### src/rtl/gcsa_pkg.sv
package gcsa_pkg;

  localparam int unsigned TableEntries = 64;
  localparam int unsigned IndexBits    = 16;
  localparam int unsigned SumW         = 48;
  localparam int unsigned CountW       = 32;
  localparam logic [31:0] MissingReset = 32'd25599744;

  typedef enum logic [1:0] {
    OP_ADD   = 2'd0,
    OP_FINAL = 2'd1,
    OP_COUNT = 2'd2,
    OP_DUMP  = 2'd3
  } op_e;

  typedef enum logic [2:0] {
    ST_NEW     = 3'd0,
    ST_MERGED  = 3'd1,
    ST_MISSING = 3'd2,
    ST_FULL    = 3'd3,
    ST_DONE    = 3'd4,
    ST_ENTRY   = 3'd5
  } status_e;

  typedef enum logic [2:0] {
    REG_MISSING = 3'd0,
    REG_I_LOW   = 3'd1,
    REG_I_HIGH  = 3'd2,
    REG_J_LOW   = 3'd3,
    REG_J_HIGH  = 3'd4
  } reg_e;

  typedef struct packed {
    logic [1:0]         op;
    logic [15:0]        cell_i;
    logic [15:0]        cell_j;
    logic signed [31:0] sample;
  } in_beat_t;

  typedef struct packed {
    logic [2:0]         status;
    logic [6:0]         match_count;
    logic [15:0]        out_i;
    logic [15:0]        out_j;
    logic signed [47:0] out_value;
    logic               out_hit;
    logic               last;
  } out_beat_t;

  // divider handshake
  typedef struct packed {
    logic start;
    logic busy;
    logic done;
  } div_ctl_t;

endpackage

### src/rtl/gcsa_div.sv
// restoring divider, one quotient bit per cycle, truncates toward zero
module gcsa_div (
  input  logic                                 clk_i,
  input  logic                                 rst_ni,
  input  logic                                 start_i,
  input  logic signed [gcsa_pkg::SumW-1:0]     dividend_i,
  input  logic [gcsa_pkg::CountW-1:0]          divisor_i,
  output gcsa_pkg::div_ctl_t                   ctl_o,
  output logic signed [gcsa_pkg::SumW-1:0]     quot_o
);
  localparam int unsigned W  = gcsa_pkg::SumW;
  localparam int unsigned CW = gcsa_pkg::CountW;
  localparam int unsigned NW = $clog2(W + 1);

  logic [W-1:0]  q_q, q_d;
  logic [CW:0]   r_q, r_d;
  logic [CW-1:0] dv_q, dv_d;
  logic          neg_q, neg_d;
  logic [NW-1:0] n_q, n_d;
  logic          busy_q, busy_d, done_q, done_d;
  logic [CW:0]   sh;
  logic [CW:0]   diff;

  always_comb begin
    q_d = q_q; r_d = r_q; dv_d = dv_q; neg_d = neg_q; n_d = n_q;
    busy_d = busy_q; done_d = 1'b0;
    sh   = {r_q[CW-1:0], q_q[W-1]};
    diff = sh - {1'b0, dv_q};
    if (start_i) begin
      neg_d  = dividend_i[W-1];
      q_d    = dividend_i[W-1] ? W'(-dividend_i) : W'(dividend_i);
      r_d    = '0;
      dv_d   = divisor_i;
      n_d    = NW'(W);
      busy_d = 1'b1;
    end else if (busy_q) begin
      if (!diff[CW]) begin
        r_d = diff;
        q_d = {q_q[W-2:0], 1'b1};
      end else begin
        r_d = sh;
        q_d = {q_q[W-2:0], 1'b0};
      end
      n_d = n_q - 1'b1;
      if (n_q == NW'(1)) begin
        busy_d = 1'b0;
        done_d = 1'b1;
      end
    end
  end

  always_ff @(posedge clk_i or negedge rst_ni) begin
    if (!rst_ni) begin
      busy_q <= 1'b0;
      done_q <= 1'b0;
      n_q    <= '0;
    end else begin
      busy_q <= busy_d;
      done_q <= done_d;
      n_q    <= n_d;
    end
  end

  always_ff @(posedge clk_i) begin
    q_q <= q_d; r_q <= r_d; dv_q <= dv_d; neg_q <= neg_d;
  end

  assign quot_o = neg_q ? -$signed(q_q) : $signed(q_q);
  assign ctl_o  = '{start: start_i, busy: busy_q, done: done_q};

endmodule

### config.mk
export PLATFORM = sky130hd
export DESIGN_NAME = gcsa_div
export DESIGN_NICKNAME = d
export VERILOG_FILES = /design/src/rtl/gcsa_pkg.sv /design/src/rtl/gcsa_div.sv
export SDC_FILE = /design/constraint.sdc
export NUM_CORES = 1
export LEC_CHECK = 0
export ABC_CLOCK_PERIOD_IN_PS = 4600
export BUFFER_PORTS_ARGS = -buffer_cell sky130_fd_sc_hd__buf_2
export CORE_MARGIN = 5
export CORE_UTILIZATION = 30
export DETAILED_ROUTE_END_ITERATION = 10
export SYNTH_ARGS = -nofsm -noshare
export SYNTH_HDL_FRONTEND = slang
export SYNTH_SLANG_ARGS = --single-unit
### constraint.sdc
create_clock -name clk_i -period 4.6 [get_ports clk_i]
set_input_delay 0.92 -clock clk_i [delete_from_list [all_inputs] [get_ports clk_i]]
set_output_delay 0.92 -clock clk_i [all_outputs]
set_load 0.01 [all_outputs]
# Word level (Yosys, flattened, before mapping)
# Cells that the tools add are included.
# totals
word_cells,27
ff_bits,121
# op_classes
n_addsub,4
reduce_logical,1
eq_ne,1
n_mux,14
# ops
cell,count
48-bit two-way mux,4
48-bit negator,2
33-bit by 32-bit subtractor with 33-bit output,1
32-bit two-way mux,1
6-bit two-way mux,2
1-bit two-way mux,7
"6-bit by 1-bit equality test with 1-bit output, second input constant",1
"6-bit by 1-bit subtractor with 6-bit output, second input constant",1
2-bit nonzero test,1

# Longest topological paths before layout
# Gate-level depths: netlist of the first run.
# logic_depth
word_depth,4
depth_mapped,13

# Worst setup path before layout of the first run
# Ideal clock, no wire load.
# synth_path
path_type,register to output
from,register q_q[13]
to,output quot_o[34] (netlist name)
setup_slack_ps,442
t_arrival_ps,3238
required_time_ps,3680
stages_incl_launch_ff,10
cell_sequence,edfxtp_1 or4_4 nor4_4 nand2b_2 or4_4 or3_4 or4_4 o31ai_4 o21ai_0 xor2_1
# synth_via
elab_chain_cells,2
# synth_rtl
element,line,rtl
"start, declared",gcsa_div.sv:15,"logic [W-1:0] q_q, q_d;"
"start signal, assigned",gcsa_div.sv:65,q_q <= q_d; r_q <= r_d; dv_q <= dv_d; neg_q <= neg_d;
48-bit negator,gcsa_div.sv:68,assign quot_o = neg_q ? -$signed(q_q) : $signed(q_q);
48-bit two-way mux,gcsa_div.sv:68,
"end, declared",gcsa_div.sv:9,output logic signed [gcsa_pkg::SumW-1:0] quot_o
# Every way passes these cells.

# Worst setup path after layout of the first run
# layout_path
from,register q_q[12]
to,output quot_o[46] (netlist name)
# Same word-level chain as after synthesis.

==> impl_metrics.csv, run 1 <==
group,metric,value,unit
sta,tns,-0.433,ns
floorplanning,design.die.area,31900,µm²
cells_and_area,nets,1190,
worst_setup_path,worstPathMaxFanout,5,
status,outcome,"finished, violations left",
sta,slew_viol_final,0,
synth,syn-num-nets,1065,
cells_and_area,mostFrequentLayoutCells,"buf_2 (132), nor2_1 (101), a21oi_1 (84)",
cts,cts_tree,"built",
floorplanning,placementRows,61,
synth,synth_fa_ha_area_frac,0.0551,
synth,ys_ff_latch,121,
sta,setup_viol,9,
place,gp_congestion,0.829,
sta,worst_pin_slew,1.02,ns
routing,routed_wl,22700,µm
worst_setup_path,cp_cell_sequence,"or4_4, nor4_4, nand2b_2, or4_4, or3_4, or4_4, o31ai_4, nand3_2, xnor2_2, buf_2",
sta,finalHoldViolCount,0,
synth,yosys.area_share.simple,0.163,
sta,fin_ws,-0.0755,ns
worst_setup_path,crit_top_cell,"or4_4",
routing,drt-initial-drc-count,515,
cts,holdBufCountCts,0,
place,port_buffers,133,
routing,wl_per_cell,15.5,µm
synth,synth_xor_area_frac,0.124,
place,dpl.hpwl,16400,µm
grt,antenna_found_initial,0,
worst_setup_path,crit_required,3.68,ns
grt,grt_pass1_vias,6963,
grt,grt_max_degree,85,
cts,cts_buffer_depth,2,
synth,syn_inst,945,
cts,cts_buffers,17,
synth,ys.flop_type,"edfxtp_1",
grt,grt_pass1_wl,35500,µm
synth,yosysUniqueCellTypes,66,
synth,syn_area_per_cell,9.03,µm²
sta,min_period_over_period,1.02,
worst_setup_path,cpMaxStageDelayCell,"or4_4",
synth,ys_warn_count,0,
pwr,power_density,462,nW/µm²
sta,slew-limit-headroom,0.319,
worst_setup_path,max_stage_delay,0.60,ns
grt,global_route.overflow_total,0,
cells_and_area,syn_to_final_growth,20.1,%
pwr,leakage,0.00410,µW
floorplanning,core_area,27900,µm²
worst_setup_path,reg2reg_depth,12,
min_path,min_path_type,"input port to asynchronous set/reset pin",
sta,clock_skew,0.0150,ns
routing,drt-pass1-iter-count,5,
cells_and_area,layout-drive-gt1-share,0.193,
place,post_dp_cell_area,9530,µm²
cts,h-tree-depth,4,
floorplanning,start_util,0.306,
cts,clk_pin_slew,0.06,ns
cts,worstSkewPairLatency,0.42,ns
routing,postRouteAntennaNets,0,
cells_and_area,layout_commonest_cell,"buf_2",
cts,cts_root_buf,"clkbuf_16",
synth,synth_compound_gate_area_share,0.201,
sta,layout_min_cycle_time,4.68,ns
flow_run,max-cap-violations,0,
place,dpl_worst_slack,0.188,ns
floorplanning,io_pins,134,
floorplanning,die_w,179,µm
synth,muxShareOfSynthArea,0.0270,
pwr,peakVddDrop,0.000245,V
cells_and_area,diodes,0,
worst_setup_path,crit_type,"flop to output pin",
cells_and_area,design_area,10200,µm²
routing,num_vias,7412,
cells_and_area,fin_util,0.367,
floorplanning,dieHeight,179,µm
synth,netlist_area,8530,µm²
cts,clock-sinks,121,
worst_setup_path,worstSetupStartpointType,"flop",
synth,synth_top_family_by_area,"compound AO/OA/AOI/OAI gates",
synth,synth_edf_count,81,
worst_setup_path,end_kind,"output pin",
routing,viasPerCell,5.07,
synth,yosysSeqAreaShare,0.384,
worst_setup_path,crit_arrival,3.76,ns
sta,fmax,0.214,GHz
grt,grt_util_all_layers,0.138,
sta,rsz0062_at_grt,"yes",
pwr,power,4730,µW
routing,drc,0,
synth,synthArstFlopShare,0.0661,
status,violations,"negative setup slack",
sequential cells by signal, summed over array words and instances (netlist names):
name and cells:
busy_q 1, done_q 1, dv_q 32, n_q 6, neg_q 1, q_q 48
r_q 32
what timing repair did:
item | CTS | global route
pin swaps | 4 | 3
gates cloned | 0 | 0
setup endpoints to repair | 8 | 9
gates resized for setup | 5 | 3
setup buffers | 11 | 3
cell usage after synthesis (6+ instances only):
library cell	number	share of area
nand2b_1	18	0.013
nor4_1	10	0.0073
mux2i_1	23	0.027
nand2_1	52	0.023
nor2_1	101	0.044
a211oi_1	26	0.023
o211ai_1	6	0.0053
edfxtp_1	81	0.29
ha_1	36	0.053
clkbuf_1	39	0.017
a31oi_1	7	0.0051
dfrtp_1	8	0.023
nand3_1	10	0.0059
a21oi_1	84	0.049
xor2_1	61	0.063
xnor2_1	60	0.062
or4_1	15	0.013
o41ai_1	15	0.015
o21ai_0	55	0.032
o31ai_1	28	0.025
and3_1	6	0.0044
or3_1	10	0.0073
nor3_1	12	0.0070
a21o_1	7	0.0062
dfxtp_1	32	0.075
inv_1	54	0.024
kinds of logic (layout without fill, tap and decap cells):
logic type / after synthesis / in the layout
simple gates: 274 / 274
compound gates: 268 / 268
xor+xnor: 121 / 121
flops: 121 / 121
buf+inv: 101 / 239
fa+ha+maj: 37 / 37
mux: 23 / 23
final cells by class:
type | instances | area (µm²)
multi-input cells | 723 | 4910
repair buffers | 152 | 811
inverters | 55 | 206
well taps | 378 | 473
flip-flops and latches | 121 | 3270
clock buffers | 17 | 425
clock inverters | 15 | 153
fillers | 2889 | 17700
metal layers:
metal / share of wire / vias up / wire length (µm) / track usage
met5: 0 / - / 0 / 0
met4: 0.011 / 0 / 255 / 0.0326
met3: 0.049 / 15 / 1120 / 0.0299
met2: 0.47 / 182 / 10800 / 0.232
met1: 0.46 / 3510 / 10600 / 0.183
li1: - / 3705 / - / -
power by group:
group | switching, µW | internal, µW
Combinational | 1040 | 818
Clock | 523 | 797
Sequential | 178 | 1370
worst max-delay path: cells and delay by family, from the launching register on:
family | cells | cell delay, ns
flip-flops | 1 | 0.39
AND/OR/NAND/NOR | 7 | 2.38
XOR/XNOR | 1 | 0.16
buffers and inverters | 1 | 0.14
AO/OA/AOI/OAI | 1 | 0.29
worst paths after layout:
check | from | to | slack [ns]
worst max-delay path | q_q[12]$_DFFE_PP_ | quot_o[46] | -0.08
worst min-delay path | rst_ni | n_q[2]$_DFFE_PN0P_ | 0.35
worst max register to register | q_q[47]$_DFFE_PP_ | r_q[28]$_SDFFE_PP0P_ | 1.00
worst min register to register | r_q[25]$_SDFFE_PP0P_ | r_q[25]$_SDFFE_PP0P_ | 0.50
max in group asynchronous | rst_ni | busy_q$_DFF_PN0_ | 4.04
min in group clk_i | r_q[25]$_SDFFE_PP0P_ | r_q[25]$_SDFFE_PP0P_ | 0.50
per-stage QoR:
step                cells  hold WS, ns
floorplan             945        0.445
global placement     1415        0.477
detailed placement   1415        0.494
CTS                  1458        0.344
global route         1461        0.355
finish               1461        0.352
Note: power is estimated with default switching activity, not from simulation.
==> inputs of run 2 (changes only) <==
ABC_AREA = 1   (was not set)
ABC_CLOCK_PERIOD_IN_PS = 4350   (was 4600)
clock period = 4.35 ns   (was 4.6 ns; I/O delays follow)
==> run 2 against run 1 <==
  * The run now ends clean
  * Sequential power shrank 9%
  * Critical path depth rose by 1
  * Non-clock buffer count shrank 12
  * Die area is 24% higher
  * Worst hold slack got worse by 0.073 ns
  * Utilization down 1.7 points
  * Critical path type unchanged
  * Largest cell class unchanged
==> impl_metrics.csv, run 2 <==
group,metric,value,unit
status,outcome,"completed",
grt,grt_pass1_wl,56100,µm
floorplanning,dieHeight,199,µm
routing,drc,0,
worst_setup_path,max_stage_delay,0.43,ns
worst_setup_path,r2r_end,"r_q[17]$_SDFFE_PP0P_",
worst_setup_path,end_kind,"output pin",
cts,clock-sinks,121,
synth,netlist_area,10700,µm²
sta,layout_min_cycle_time,3.70,ns
synth,synth_fa_ha_area_frac,0.0440,
routing,wl_per_cell,15.5,µm
cells_and_area,largest_register_ffs,48,
worst_setup_path,r2r_start,"q_q[47]$_DFFE_PP_",
worst_setup_path,crit_buf_inv,3,
min_path,min_path_type,"input port to asynchronous set/reset pin",
floorplanning,core_area,35400,µm²
worst_setup_path,crit_required,3.48,ns
sta,clock_skew,0.0122,ns
worst_setup_path,reg2reg_slack,1.46,ns
sta,worst_pin_slew,1.08,ns
synth,ys.flop_type,"edfxtp_1",
cells_and_area,mostFrequentLayoutCells,"nand2_1 (607), inv_1 (291), nor2_1 (169)",
synth,ys_warn_count,0,
cts,cts_resized,0,
worst_setup_path,cpMaxStageDelayCell,"edfxtp_1",
cells_and_area,top_register,"q_q",
cells_and_area,syn_to_final_growth,15.8,%
floorplanning,start_util,0.302,
synth,syn_area_per_cell,6.27,µm²
synth,synthArstFlopShare,0.0661,
synth,synth_compound_gate_area_share,0.0629,
worst_setup_path,crit_arrival,2.83,ns
grt,grt_max_degree,66,
sta,slew-limit-headroom,0.281,
synth,synth_xor_area_frac,0.0607,
sta,tns,0,ns
cells_and_area,design_area,12400,µm²
synth,yosysSeqAreaShare,0.306,
cts,cts_buffer_depth,2,
worst_setup_path,crit_end,"quot_o[18]",
grt,grt_pass1_vias,10745,
floorplanning,placementRows,69,
cts,clk_pin_slew,0.07,ns
synth,syn-num-nets,1825,
place,port_buffers,133,
floorplanning,design.die.area,39500,µm²
pwr,leakage,0.00633,µW
cells_and_area,layout_commonest_cell,"nand2_1",
cts,h-tree-depth,4,
place,post_dp_cell_area,11800,µm²
synth,synth_common_cells,"nand2_1 (607), inv_1 (292), nor2_1 (171)",
worst_setup_path,reg2reg_depth,17,
synth,synth_largest_area_cell,"edfxtp_1",
sta,rsz0062_at_grt,"no",
cts,post_cts_buffers,0,
synth,synth_edf_count,81,
routing,viasPerCell,4.73,
worst_setup_path,cp.depth,11,
synth,muxShareOfSynthArea,0,
cts,holdBufCountCts,0,
cells_and_area,layout-drive-gt1-share,0.113,
routing,routed_wl,35600,µm
grt,grt_util_all_layers,0.180,
cts,cts_buffers,17,
cells_and_area,reg_top3,"q_q x48, dv_q x32, r_q x32",
sta,finalHoldViolCount,0,
grt,antenna_found_initial,0,
cts,cts_tree,"built",
cells_and_area,nets,1945,
pwr,power_density,298,nW/µm²
worst_setup_path,critPathTopFamily,"simple AND/OR/NAND/NOR gates",
synth,syn_inst,1705,
synth,synth_area_leaders,"edfxtp_1 (23%), nand2_1 (21%), inv_1 (10%)",
synth,synth.top_cell.area_share,0.228,
cells_and_area,regArea,3270,µm²
cts,cts_root_buf,"clkbuf_16",
grt,global_route.overflow_total,0,
worst_setup_path,cp_cell_sequence,"inv_1, ha_1, nand3_1, nor2_1, nand2_1, inv_1, nand2_1, o31ai_4, o21ai_0, xor2_1, buf_2",
pwr,peakVddDrop,0.000195,V
cells_and_area,diodes,0,
worst_setup_path,crit_type,"flop to output pin",
routing,drt-pass1-iter-count,5,
routing,postRouteAntennaNets,0,
synth,synth.most_common_cell,"nand2_1",
routing,drt-initial-drc-count,672,
flow_run,max-cap-violations,0,
place,dpl.hpwl,28500,µm
worst_setup_path,worstPathMaxFanout,4,
place,gp_congestion,0.966,
sta,slew_viol_final,0,
synth,yosys.area_share.simple,0.403,
sta,setup_viol,0,
cts,worstSkewPairLatency,0.43,ns
routing,num_vias,10867,
synth,ys_ff_latch,121,
floorplanning,io_pins,134,
cells_and_area,multi_input_area,6100,µm²
synth,yosysUniqueCellTypes,48,
worst_setup_path,crit_start,"q_q[0]$_DFFE_PP_",
sta,fmax,0.270,GHz
floorplanning,die_w,199,µm
sta,min_period_over_period,0.851,
worst_setup_path,worstSetupStartpointType,"flop",
synth,synth_top_family_by_area,"simple AND/OR/NAND/NOR gates",
cells_and_area,nFillCells,3986,
==> run 2: changes by cell type after synthesis, moves of 18 or more <==
cell	delta
a211oi_1	-26
a21oi_1	-58
inv_1	+238
mux2i_1	-23
nand2_1	+555
nand2b_1	-18
nand3_1	+124
nand4_1	+28
nor2_1	+70
o31ai_1	-26
xnor2_1	-35
==> run 2: kinds of logic (layout without fill, tap and decap cells) <==
family                     Yosys count  in the layout
and+or+nand+nor                   1017           1017
buffers and inverters              337            470
AOI/OAI and AO/OA                  119            119
xor gates and xnor gates            74             74
adders and majority gates           37             37
DFF                                121            121
==> run 2: worst min path at each step <==
stage | startpoint | end | depth (start not counted)
4_1_cts | rst_ni | done_q$_DFF_PN0_ | 1
2_1_floorplan | r_q[0]$_SDFFE_PP0P_ | r_q[0]$_SDFFE_PP0P_ | 2
3_5_place_dp | r_q[6]$_SDFFE_PP0P_ | r_q[6]$_SDFFE_PP0P_ | 2
5_1_grt | rst_ni | done_q$_DFF_PN0_ | 1
3_3_place_gp | r_q[18]$_SDFFE_PP0P_ | r_q[18]$_SDFFE_PP0P_ | 2
6_report | rst_ni | done_q$_DFF_PN0_ | 1
==> run 2: layer usage <==
layer,track usage,share of wire,wire length [µm]
met1,0.223,0.43,15300
met2,0.315,0.49,17300
met3,0.0283,0.050,1800
met4,0.0664,0.036,1280
met5,0,0,0
==> run 2: report_power, final <==
group	total, µW	leakage (µW)	switching (µW)	internal [µW]
Sequential	1410	0.00120	83.1	1330
Combinational	821	0.00484	543	277
Clock	1450	0.000285	595	859
==> run 2: metrics by stage <==
| stage | hold WS, ns | std cells | setup WS (ns) | utilization | total power (µW) |
|---|---|---|---|---|---|
| floorplan | 0.449 | 1705 | 1.66 | - | 1920 |
| global placement | 0.461 | 2267 | 1.15 | 0.333 | 2250 |
| detailed placement | 0.463 | 2267 | 1.20 | 0.333 | 2260 |
| CTS | 0.272 | 2299 | 0.714 | 0.350 | 3720 |
| global route | 0.278 | 2299 | 0.506 | 0.350 | 3880 |
| finish | 0.280 | 2299 | 0.650 | 0.350 | 3690 |
==> run 2: final cells by class <==
class                   instances  share of cell area
clock buffers                  18              0.0347
clock inverters                14              0.0130
inverters                     298              0.0904
multi-input cells            1247               0.493
flip-flops and latches        121               0.264
well taps                     461              0.0466
repair buffers                140              0.0582
==> run 2: worst register-to-register path, stage by stage (launching register included) <==
cell and delay, ns:
edfxtp_1 0.40, inv_1 0.12, ha_1 0.25, fa_1 0.40
inv_1 0.12, nand2_1 0.08, nand2_1 0.12, nand3_1 0.09
nand2_1 0.17, nand2_1 0.09, nand2_2 0.13, nand2_4 0.09
nand2_4 0.08, nand2_2 0.06, nand2_4 0.31, nand2_1 0.12
nand3_1 0.10, nand2_1 0.05
